==> config.mk <==
export PLATFORM = sky130hd
export DESIGN_NAME = button_click_hold_decoder_core
export DESIGN_NICKNAME = d
export VERILOG_FILES = /design/src/bchd_pkg.sv /design/src/bchd_tick_logic.sv /design/src/button_click_hold_decoder_core.sv
export SDC_FILE = /design/constraint.sdc
export NUM_CORES = 1
export LEC_CHECK = 0
export BUFFER_PORTS_ARGS = -buffer_cell sky130_fd_sc_hd__buf_2
export CORE_MARGIN = 1.5
export CORE_UTILIZATION = 40
export CTS_CLUSTER_SIZE = 14
export DETAILED_ROUTE_END_ITERATION = 10
export GPL_TIMING_DRIVEN = 0
export HOLD_SLACK_MARGIN = 0.15
export PLACE_DENSITY = 0.59
export SYNTH_ARGS = -nofsm -noshare
export SYNTH_HDL_FRONTEND = slang
export SYNTH_SLANG_ARGS = --single-unit
==> constraint.sdc <==
create_clock -name aclk -period 7 [get_ports aclk]
set_input_delay 0.35 -clock aclk [delete_from_list [all_inputs] [get_ports aclk]]
set_output_delay 0.35 -clock aclk [all_outputs]
set_load 0.01 [all_outputs]
==> src/bchd_pkg.sv <==
// ----------------------------------------------------------------------------
// Button click and hold decoder package
// Shared types, register indexes and reset values for the decoder core.
// ----------------------------------------------------------------------------
package bchd_pkg;

    localparam int unsigned TIME_W  = 16;
    localparam int unsigned COUNT_W = 8;
    localparam int unsigned INDEX_W = 3;

    localparam logic [TIME_W-1:0]  ELAPSED_MAX = 16'hFFFF;
    localparam logic [COUNT_W-1:0] COUNT_MAX   = 8'hFF;

    // Register indexes on the configuration channel.
    localparam logic [INDEX_W-1:0] REG_DEBOUNCE_MS    = 3'd0;
    localparam logic [INDEX_W-1:0] REG_HOLD_MS        = 3'd1;
    localparam logic [INDEX_W-1:0] REG_CLICK_GAP_MS   = 3'd2;
    localparam logic [INDEX_W-1:0] REG_STEP_PERIOD_MS = 3'd3;
    localparam logic [INDEX_W-1:0] REG_PULL_TYPE      = 3'd4;
    localparam logic [INDEX_W-1:0] REG_CONTACT_TYPE   = 3'd5;
    localparam logic [INDEX_W-1:0] REG_STEP_CLICKS    = 3'd6;

    localparam logic [TIME_W-1:0] DEBOUNCE_MS_RST    = 16'd60;
    localparam logic [TIME_W-1:0] HOLD_MS_RST        = 16'd500;
    localparam logic [TIME_W-1:0] CLICK_GAP_MS_RST   = 16'd500;
    localparam logic [TIME_W-1:0] STEP_PERIOD_MS_RST = 16'd400;

    typedef struct packed {
        logic [TIME_W-1:0]  debounce_ms;
        logic [TIME_W-1:0]  hold_ms;
        logic [TIME_W-1:0]  click_gap_ms;
        logic [TIME_W-1:0]  step_period_ms;
        logic               pull_type;
        logic               contact_type;
        logic [COUNT_W-1:0] step_clicks;
    } bchd_cfg_t;

    typedef struct packed {
        logic               debounce_armed;
        logic               press_accepted;
        logic               hold_active;
        logic               one_click_pending;
        logic               step_active;
        logic [TIME_W-1:0]  elapsed_ticks;
        logic [COUNT_W-1:0] click_counter;
        logic [COUNT_W-1:0] last_clicks;
        logic [COUNT_W-1:0] last_hold_clicks;
    } bchd_state_t;

    typedef struct packed {
        logic               step_event;
        logic [COUNT_W-1:0] hold_click_count;
        logic [COUNT_W-1:0] click_count;
        logic               clicks_ready;
        logic               holding;
        logic               hold_start_event;
        logic               single_click_event;
        logic               release_event;
        logic               press_event;
        logic               pressed_level;
    } bchd_result_t;

endpackage

==> src/bchd_tick_logic.sv <==
// ----------------------------------------------------------------------------
// Button decoder tick logic
// Works out the next decoder state and the result word for one tick.
// ----------------------------------------------------------------------------
module bchd_tick_logic (
    input  logic                  pin_level,
    input  bchd_pkg::bchd_cfg_t   cfg,
    input  bchd_pkg::bchd_state_t state_cur,
    output bchd_pkg::bchd_state_t state_nxt,
    output bchd_pkg::bchd_result_t result
);
    import bchd_pkg::*;

    logic               pressed;
    logic               armed;
    logic               accepted;
    logic               hold;
    logic               pending;
    logic               stepping;
    logic [TIME_W-1:0]  elapsed;
    logic [COUNT_W-1:0] clicks;
    logic [COUNT_W-1:0] last_clicks;
    logic [COUNT_W-1:0] hold_clicks;
    logic               ev_press;
    logic               ev_release;
    logic               ev_single;
    logic               ev_hold;
    logic               ev_clicks;
    logic               ev_step;

    assign pressed = ~pin_level ^ cfg.pull_type ^ cfg.contact_type;

    // The stages follow one another in tick order; each sees the updates
    // made by the stages before it.
    always_comb begin
        armed       = state_cur.debounce_armed;
        accepted    = state_cur.press_accepted;
        hold        = state_cur.hold_active;
        pending     = state_cur.one_click_pending;
        stepping    = state_cur.step_active;
        clicks      = state_cur.click_counter;
        last_clicks = state_cur.last_clicks;
        hold_clicks = state_cur.last_hold_clicks;
        ev_press    = 1'b0;
        ev_release  = 1'b0;
        ev_single   = 1'b0;
        ev_hold     = 1'b0;
        ev_clicks   = 1'b0;
        ev_step     = 1'b0;

        if (state_cur.elapsed_ticks != ELAPSED_MAX) begin
            elapsed = state_cur.elapsed_ticks + 1'b1;
        end else begin
            elapsed = state_cur.elapsed_ticks;
        end

        // Press and debounce.
        if (pressed && !accepted) begin
            if (!armed) begin
                armed   = 1'b1;
                elapsed = '0;
            end else if (elapsed >= cfg.debounce_ms) begin
                accepted = 1'b1;
                ev_press = 1'b1;
                pending  = 1'b1;
            end
        end else begin
            armed = 1'b0;
        end

        // Release.
        if (!pressed && accepted) begin
            accepted = 1'b0;
            if (!hold && clicks != COUNT_MAX) begin
                clicks = clicks + 1'b1;
            end
            hold       = 1'b0;
            ev_release = 1'b1;
            elapsed    = '0;
            if (stepping) begin
                last_clicks = '0;
                clicks      = '0;
                stepping    = 1'b0;
            end
            if (pending) begin
                pending   = 1'b0;
                ev_single = 1'b1;
            end
        end

        // Hold start.
        if (accepted && pressed && !hold && elapsed >= cfg.hold_ms) begin
            hold        = 1'b1;
            hold_clicks = clicks;
            clicks      = '0;
            last_clicks = '0;
            ev_hold     = 1'b1;
            stepping    = 1'b1;
            pending     = 1'b0;
            elapsed     = '0;
        end

        // The click gap closes a series.
        if (elapsed >= cfg.click_gap_ms && clicks != '0) begin
            last_clicks = clicks;
            clicks      = '0;
            ev_clicks   = 1'b1;
        end

        // Step pulses while holding.
        if (hold_clicks == cfg.step_clicks && stepping && elapsed >= cfg.step_period_ms) begin
            elapsed = '0;
            ev_step = 1'b1;
        end
    end

    always_comb begin
        state_nxt.debounce_armed    = armed;
        state_nxt.press_accepted    = accepted;
        state_nxt.hold_active       = hold;
        state_nxt.one_click_pending = pending;
        state_nxt.step_active       = stepping;
        state_nxt.elapsed_ticks     = elapsed;
        state_nxt.click_counter     = clicks;
        state_nxt.last_clicks       = last_clicks;
        state_nxt.last_hold_clicks  = hold_clicks;

        result.pressed_level      = pressed;
        result.press_event        = ev_press;
        result.release_event      = ev_release;
        result.single_click_event = ev_single;
        result.hold_start_event   = ev_hold;
        result.holding            = hold;
        result.clicks_ready       = ev_clicks;
        result.click_count        = last_clicks;
        result.hold_click_count   = hold ? hold_clicks : '0;
        result.step_event         = ev_step;
    end

endmodule

==> src/button_click_hold_decoder_core.sv <==
// ----------------------------------------------------------------------------
// Button click and hold decoder core
// Debounces a sampled button pin and decodes press, release, click series,
// hold and step events, one input word per millisecond tick.
// ----------------------------------------------------------------------------
// Each input word is one tick and yields exactly one result word. The core
// takes one word per clock while the result side is not stalled: the word is
// held in an input register, and when it moves on the decoder state and the
// result register are updated from it, so the result word is presented in
// the cycle after its word leaves the input register. A stall on the result
// side fills the input register and then drops s_axis_tready.
// Configuration writes are taken on every cycle and should only be issued
// while no tick is in flight.
module button_click_hold_decoder_core (
    input  logic                          aclk,
    input  logic                          aresetn,
    // Configuration write channel.
    input  logic                          cfg_valid,
    output logic                          cfg_ready,
    input  logic [bchd_pkg::INDEX_W-1:0]  cfg_index,
    input  logic [bchd_pkg::TIME_W-1:0]   cfg_data,
    // Input ticks.
    input  logic                          s_axis_tvalid,
    output logic                          s_axis_tready,
    input  logic [7:0]                    s_axis_tdata,  // [0] pin_level, [7:1] zero
    // Results.
    output logic                          m_axis_tvalid,
    input  logic                          m_axis_tready,
    // [0] pressed_level, [1] press_event, [2] release_event,
    // [3] single_click_event, [4] hold_start_event, [5] holding,
    // [6] clicks_ready, [14:7] click_count, [22:15] hold_click_count,
    // [23] step_event
    output logic [23:0]                   m_axis_tdata
);
    import bchd_pkg::*;

    bchd_cfg_t    cfg_reg;
    bchd_state_t  state_reg;
    bchd_state_t  state_next;
    bchd_result_t result_next;
    bchd_result_t result_reg;
    logic         in_valid_reg;
    logic         in_pin_reg;
    logic         out_valid_reg;
    logic         advance;

    // A word moves on when the result register is empty or being emptied.
    assign advance       = in_valid_reg && (!out_valid_reg || m_axis_tready);
    assign s_axis_tready = !in_valid_reg || advance;
    assign cfg_ready     = 1'b1;

    always_ff @(posedge aclk) begin
        if (!aresetn) begin
            cfg_reg.debounce_ms    <= DEBOUNCE_MS_RST;
            cfg_reg.hold_ms        <= HOLD_MS_RST;
            cfg_reg.click_gap_ms   <= CLICK_GAP_MS_RST;
            cfg_reg.step_period_ms <= STEP_PERIOD_MS_RST;
            cfg_reg.pull_type      <= 1'b0;
            cfg_reg.contact_type   <= 1'b0;
            cfg_reg.step_clicks    <= '0;
        end else if (cfg_valid) begin
            unique case (cfg_index)
                REG_DEBOUNCE_MS:    cfg_reg.debounce_ms    <= cfg_data;
                REG_HOLD_MS:        cfg_reg.hold_ms        <= cfg_data;
                REG_CLICK_GAP_MS:   cfg_reg.click_gap_ms   <= cfg_data;
                REG_STEP_PERIOD_MS: cfg_reg.step_period_ms <= cfg_data;
                REG_PULL_TYPE:      cfg_reg.pull_type      <= cfg_data[0];
                REG_CONTACT_TYPE:   cfg_reg.contact_type   <= cfg_data[0];
                REG_STEP_CLICKS:    cfg_reg.step_clicks    <= cfg_data[COUNT_W-1:0];
                default: begin
                end
            endcase
        end
    end

    always_ff @(posedge aclk) begin
        if (!aresetn) begin
            in_valid_reg <= 1'b0;
        end else if (s_axis_tready) begin
            in_valid_reg <= s_axis_tvalid;
        end
    end

    always_ff @(posedge aclk) begin
        if (s_axis_tready && s_axis_tvalid) begin
            in_pin_reg <= s_axis_tdata[0];
        end
    end

    bchd_tick_logic u_tick (
        .pin_level (in_pin_reg),
        .cfg       (cfg_reg),
        .state_cur (state_reg),
        .state_nxt (state_next),
        .result    (result_next)
    );

    always_ff @(posedge aclk) begin
        if (!aresetn) begin
            state_reg     <= '0;
            out_valid_reg <= 1'b0;
        end else begin
            if (advance) begin
                state_reg <= state_next;
            end
            if (advance) begin
                out_valid_reg <= 1'b1;
            end else if (m_axis_tready) begin
                out_valid_reg <= 1'b0;
            end
        end
    end

    always_ff @(posedge aclk) begin
        if (advance) begin
            result_reg <= result_next;
        end
    end

    assign m_axis_tvalid = out_valid_reg;
    assign m_axis_tdata  = result_reg;

`ifndef ASSERT_OFF
    a_hold_start_holding: assert property (@(posedge aclk) disable iff (!aresetn)
        m_axis_tvalid && result_reg.hold_start_event |-> result_reg.holding)
        else $error("hold start without holding level");

    a_single_not_hold: assert property (@(posedge aclk) disable iff (!aresetn)
        m_axis_tvalid && result_reg.single_click_event |-> !result_reg.hold_start_event)
        else $error("single click and hold start in one tick");

    a_step_needs_hold: assert property (@(posedge aclk) disable iff (!aresetn)
        m_axis_tvalid && result_reg.step_event |-> result_reg.holding)
        else $error("step pulse outside a hold");

    a_press_level: assert property (@(posedge aclk) disable iff (!aresetn)
        m_axis_tvalid && result_reg.press_event |-> result_reg.pressed_level)
        else $error("press accepted on a released level");

    a_stall_blocks_input: assert property (@(posedge aclk) disable iff (!aresetn)
        in_valid_reg && out_valid_reg && !m_axis_tready |-> !s_axis_tready)
        else $error("input taken while both registers are full and stalled");
`endif

endmodule
==> reports/qor.yml, run 1 <==
area_delta_synth_final_pct: 16.6
synthArstFlopShare_pct: 0
setup_ws_ps: 401
cp_slowest_cell: "or3_1"
io_buffer_count: 49
drive_above_1_share_pct: 12.0
cts_tree: "done"
clk_path_buf_depth: 2
root_buffer: "clkbuf_16"
max_stage_delay_ps: 450
syn_inst: 995
syn-num-nets: 1093
numCtsBuffers: 17
vias_per_cell: 5.27
place_ws_ps: -1360
n_antenna_cell: 0
startpoint: "state_reg[29]"
die_y_um: 147
hold_viol_final: 0
post-route-min-period_ps: 6600
finalCritPeriodShare_pct: 94.3
start_util_pct: 40.8
tightest_slew_ps: 1220
maxSlewHeadroom_pct: 18.3
maxSlewViolCount: 0
skew_ps: 11.2
antenna_left: 0
tns_ps: 0
reg2reg_from: "state_reg[29]"
post_drt_wl_per_cell_um: 16.4
die_w_um: 147
p_leak_nw: 4.00
hp-class: "in -> reg"
worstPathRequired_ps: 7290
finalSetupViolCount: 0
maxCapViolations: 0
clk-insertion-delay-late_ps: 430
cp_max_fo: 19
cp-end-kind: "flop"
netlist_area_mm2: 0.00825
drt_drc_violations_left: 0
drt_iter0_markers: 583
wl_mm: 22.2
critPathKind: "reg -> reg"
ys_warn_count: 0
hp-start: "cfg_data[9]"
p_per_area_mw_per_mm2: 204
placed_area_mm2: 0.00883
clk_pin_slew_ps: 70
htreeDepth: 4
core_mm2: 0.0202
grt_use_total_pct: 21.4
num_rows: 52
ys_ff_latch: 146
firstDrtPassIters: 5
holdWs_ps: 209
rsz0062_at_grt: "false"
largest_reg_flops: 74
synth_flop_cell: "dfxtp_1"
avgSynthCellArea_um2: 8.29
critPathLaunchType: "flop"
grt_pass1_vias: 6681
n_fill_cell: 1975
antenna_found_initial: 0
design_area_mm2: 0.00962
vias: 7131
critPathArrivalTime_ps: 6890
gp_congestion: 0.924
synth-edff-count: 25
synth_cell_types: 77
hpwl_mm: 16.7
die_area_mm2: 0.0215
grt_pass1_wl_mm: 36.0
ioPinCount: 59
gr-total-overflow: 0
fmax_ghz: 0.152
synth_seq_area_share_pct: 38.5
grt_max_degree: 33
ir_drop_mv: 0.170
outcome: "finished, final reports clean"
cts.sinks: 146
finalNetCount: 1167
cells in the mapped netlist, types with 7 or more instances:
library cell / number / area (um2)
a211oi_1: 10 / 75.1
a21boi_0: 54 / 405
a21o_1: 14 / 105
a21oi_1: 30 / 150
a32o_1: 7 / 70.1
clkbuf_1: 30 / 113
dfxtp_1: 121 / 2420
edfxtp_1: 25 / 751
ha_1: 66 / 826
inv_1: 101 / 379
mux2i_1: 12 / 120
nand2_1: 186 / 698
nand2b_1: 7 / 43.8
nand3_1: 17 / 85.1
nand4_1: 12 / 75.1
nor2_1: 80 / 300
nor2b_1: 9 / 56.3
nor3_1: 15 / 75.1
o211ai_1: 21 / 158
o21a_1: 7 / 52.6
o21ai_0: 28 / 140
o21ai_1: 10 / 50.1
xnor2_1: 8 / 70.1
xor2_1: 14 / 123
worst max-delay path, delay by kind of cell (launching register included):
kind                     cells  cell delay, ps
AO/OA/AOI/OAI                7            1540
XOR/XNOR                     1             230
adder cells (fa/ha/maj)      2             580
buffers and inverters        5             810
flip-flops                   1             400
multiplexers                 1             300
AND/OR/NAND/NOR             14            2570
logic make-up (layout without fill, tap and decap cells):
group	after synthesis	after routing	share of synthesized area [%]
compound gates	235	235	20.5
xor+xnor	23	23	2.62
fa+ha+maj	66	66	10.0
buf+inv	145	232	6.89
flops	146	146	38.5
mux	15	15	1.96
other cells	1	1	0.0455
simple gates	364	364	19.5
per-stage QoR:
step | total power [mW] | util, % | instances
6_report | 1.96 | 47.5 | 1352
5_1_grt | 2.03 | 47.5 | 1352
4_1_cts | 1.98 | 47.1 | 1349
3_5_place_dp | 1.04 | 43.6 | 1314
3_3_place_gp | 1.04 | 43.6 | 1314
2_1_floorplan | 0.981 | - | 995
cell usage in the layout, fill, tap and decap left out, types with 10 or more instances in the layout:
master,instances
nor3_1,14
nand4_1,12
a21oi_1,28
o21ai_0,27
dfxtp_1,120
inv_1,101
buf_2,54
nand2_1,185
o211ai_1,21
nor2_1,77
mux2i_1,12
edfxtp_1,25
a21boi_0,54
a21o_1,14
ha_1,66
xor2_1,10
nand3_1,17
clkbuf_16,17
a211oi_1,10
clkbuf_1,30
o21ai_1,11
routing by layer:
| layer | GRT usage [%] | vias up | wire (um) |
|---|---|---|---|
| li1 | - | 3596 | - |
| met1 | 29.3 | 3322 | 10600 |
| met2 | 34.2 | 178 | 10200 |
| met3 | 3.66 | 35 | 1020 |
| met4 | 6.82 | 0 | 405 |
| met5 | 0 | - | 0 |
worst paths after layout:
path	to	slack (ps)	cells past startpoint
max	m_axis_tdata[7]	400	30
min	cfg_reg[35]	210	3
min reg2reg	cfg_reg[24]	460	2
max reg2reg	m_axis_tdata[7]	400	30
area by class of cell:
| type | instances | area [um2] | share of cell area, % |
|---|---|---|---|
| clock buffers | 18 | 429 | 4.46 |
| flip-flops and latches | 146 | 3170 | 33.0 |
| inverters | 103 | 387 | 4.02 |
| plain buffers | 41 | 188 | 1.95 |
| multi-input cells | 704 | 4630 | 48.2 |
| clock inverters | 14 | 166 | 1.73 |
| well taps | 270 | 338 | 3.51 |
| repair buffers | 56 | 303 | 3.15 |
where the power goes:
part	internal, mW	switching (mW)	leakage (nW)
clock	0.537	0.403	0.283
combinational	0.0472	0.0943	2.50
sequential	0.872	0.00879	1.21
repair_timing:
| item | CTS | global route |
|---|---|---|
| cloned | 0 | 0 |
| hold endpoints to repair | 1 | 1 |
| hold buffers | 1 | 1 |
| endpoints found under the setup margin | 42 | 42 |
| gates resized for setup | 14 | 18 |
| pin swaps | 1 | 3 |
| buffers inserted | 3 | 2 |
(Power assumes the default switching activity.)
==> run 2, diff against run 1 <==
--- a/config.mk
+++ b/config.mk
@@ -8,6 +8,7 @@
 export BUFFER_PORTS_ARGS = -buffer_cell sky130_fd_sc_hd__buf_2
 export CORE_MARGIN = 1.5
 export CORE_UTILIZATION = 40
+export CTS_BUF_LIST = sky130_fd_sc_hd__clkbuf_4
 export CTS_CLUSTER_SIZE = 14
 export DETAILED_ROUTE_END_ITERATION = 10
 export GPL_TIMING_DRIVEN = 0
==> run 2 against run 1 <==
  * Clock power is 37% lower
  * Final cell count is 1.6% higher
  * Design area is 0.95% lower
  * Flip-flop and latch count unchanged
  * Global-route usage about the same
  * Sequential power about the same
  * Worst setup slack worse by 1.6 ps
  * Worst hold slack better by 16 ps
  * Register-to-register slack about the same
  * First-iteration DRC count is 0.86% lower
  * Maximum frequency barely moved
  * Critical path type unchanged
  * Critical endpoint unchanged
==> reports/qor.yml, run 2 (synthesized netlist as in run 1, its figures left out) <==
outcome: "finished, final reports clean"
drt_iter0_markers: 578
clk_path_buf_depth: 2
vias_per_cell: 5.27
grt_pass1_vias: 6707
cp-end-kind: "flop"
drt_drc_violations_left: 0
num_rows: 52
skew_ps: 26.9
p_leak_nw: 3.96
wl_mm: 22.3
hpwl_mm: 16.7
antenna_left: 0
n_fill_cell: 1999
layout_commonest_cell: "nand2_1"
path_buf_inv: 5
p_per_area_mw_per_mm2: 170
place_ws_ps: -1360
grt_max_degree: 33
critPathArrivalTime_ps: 7050
cts.sinks: 146
firstDrtPassIters: 5
setup_ws_ps: 400
worstPathRequired_ps: 7450
area_delta_synth_final_pct: 15.5
ioPinCount: 59
drive_above_1_share_pct: 12.1
final_cells: 1373
gr-total-overflow: 0
htreeDepth: 4
start_util_pct: 40.8
ir_drop_mv: 0.114
critPathMostFrequentCell: "nor2_1"
clk-insertion-delay-late_ps: 590
grt_pass1_wl_mm: 36.0
cp_slowest_cell: "or4b_1"
place_inst: 1314
max_stage_delay_ps: 500
die_area_mm2: 0.0215
die_w_um: 147
tightest_slew_ps: 1280
vias: 7234
numCtsBuffers: 17
grt_use_total_pct: 21.4
cp_top_family: "simple AND/OR/NAND/NOR gates"
post-route-min-period_ps: 6600
maxSlewViolCount: 0
core_mm2: 0.0202
cts_tree: "done"
critPathKind: "reg -> reg"
maxCapViolations: 0
hold_viol_final: 0
final_cell_mix: "nand2_1 (185), dfxtp_1 (120), inv_1 (101)"
maxSlewHeadroom_pct: 14.1
hp-class: "in -> reg"
antenna_found_initial: 1
cp_max_fo: 19
finalNetCount: 1187
post_drt_wl_per_cell_um: 16.2
largest_reg_flops: 74
clk_pin_slew_ps: 140
gp_congestion: 0.924
root_buffer: "clkbuf_4"
finalSetupViolCount: 0
finalCritPeriodShare_pct: 94.3
die_y_um: 147
io_buffer_count: 49
fmax_ghz: 0.152
critPathLaunchType: "flop"
[run 2: changes by cell type in the layout (fill, tap and decap cells not counted)]
cell           change
dlygate4sd3_1     +19
clkbuf_4          +18
clkbuf_16         -17
buf_4              +1
clkbuf_1           -1
diode_2            +1
nor2_1             -1
nor2_2             +1
[run 2: final cells by class]
cell class,count,area [um2],area share (%)
Buffer,41,188,1.97
Multi-Input combinational cell,704,4640,48.7
Timing Repair Buffer,76,500,5.25
Clock inverter,14,166,1.75
Sequential cell,146,3170,33.3
Tap cell,270,338,3.55
Antenna cell,1,2.50,0.0263
Clock buffer,18,135,1.42
Inverter,103,387,4.06
[run 2: metal layers]
| metal | wire length (um) | track usage [%] | part of all wire, % |
|---|---|---|---|
| met1 | 10600 | 29.1 | 48 |
| met2 | 10200 | 34.3 | 46 |
| met3 | 1100 | 4.31 | 4.9 |
| met4 | 404 | 6.26 | 1.8 |
| met5 | 0 | 0 | 0 |
[run 2: power breakdown]
group          switching (mW)  leakage [nW]  internal (mW)
clock                   0.361         0.155          0.227
combinational          0.0957          2.59         0.0542
sequential            0.00882          1.21          0.872
[run 2: final timing paths]
path              cells after the start              end           from  slack (ps)
setup / recovery                     29  m_axis_tdata[7]  state_reg[29]         400
hold / removal                        4       cfg_reg[8]      cfg_valid         220
hold reg to reg                       2      cfg_reg[24]    cfg_reg[24]         470
setup reg to reg                     29  m_axis_tdata[7]  state_reg[29]         400
[run 2: timing repair]
item                                    4_1_cts  5_1_grt
endpoints found under the setup margin       42       42
buffers inserted                              3        3
pin swaps                                     1        3
hold endpoints to repair                     78        1
resized for setup                            14       19
hold buffers                                 20        1
[run 2: worst min-delay path: stages]
cell	delay [ps]
buf_2	130
nand3_1	120
mux2i_1	80
nor2b_1	90
[run 2: through the flow]
step	setup TNS [ps]	area, um2	util (%)	power, mW	hold slack [ps]
2_1_floorplan	0	8250	-	0.981	443
3_3_place_gp	-42540	8830	43.6	1.04	452
3_5_place_dp	-38680	8830	43.6	1.04	457
4_1_cts	0	9420	46.6	1.63	162
5_1_grt	-9.83	9530	47.1	1.69	169
6_report	0	9530	47.1	1.62	224
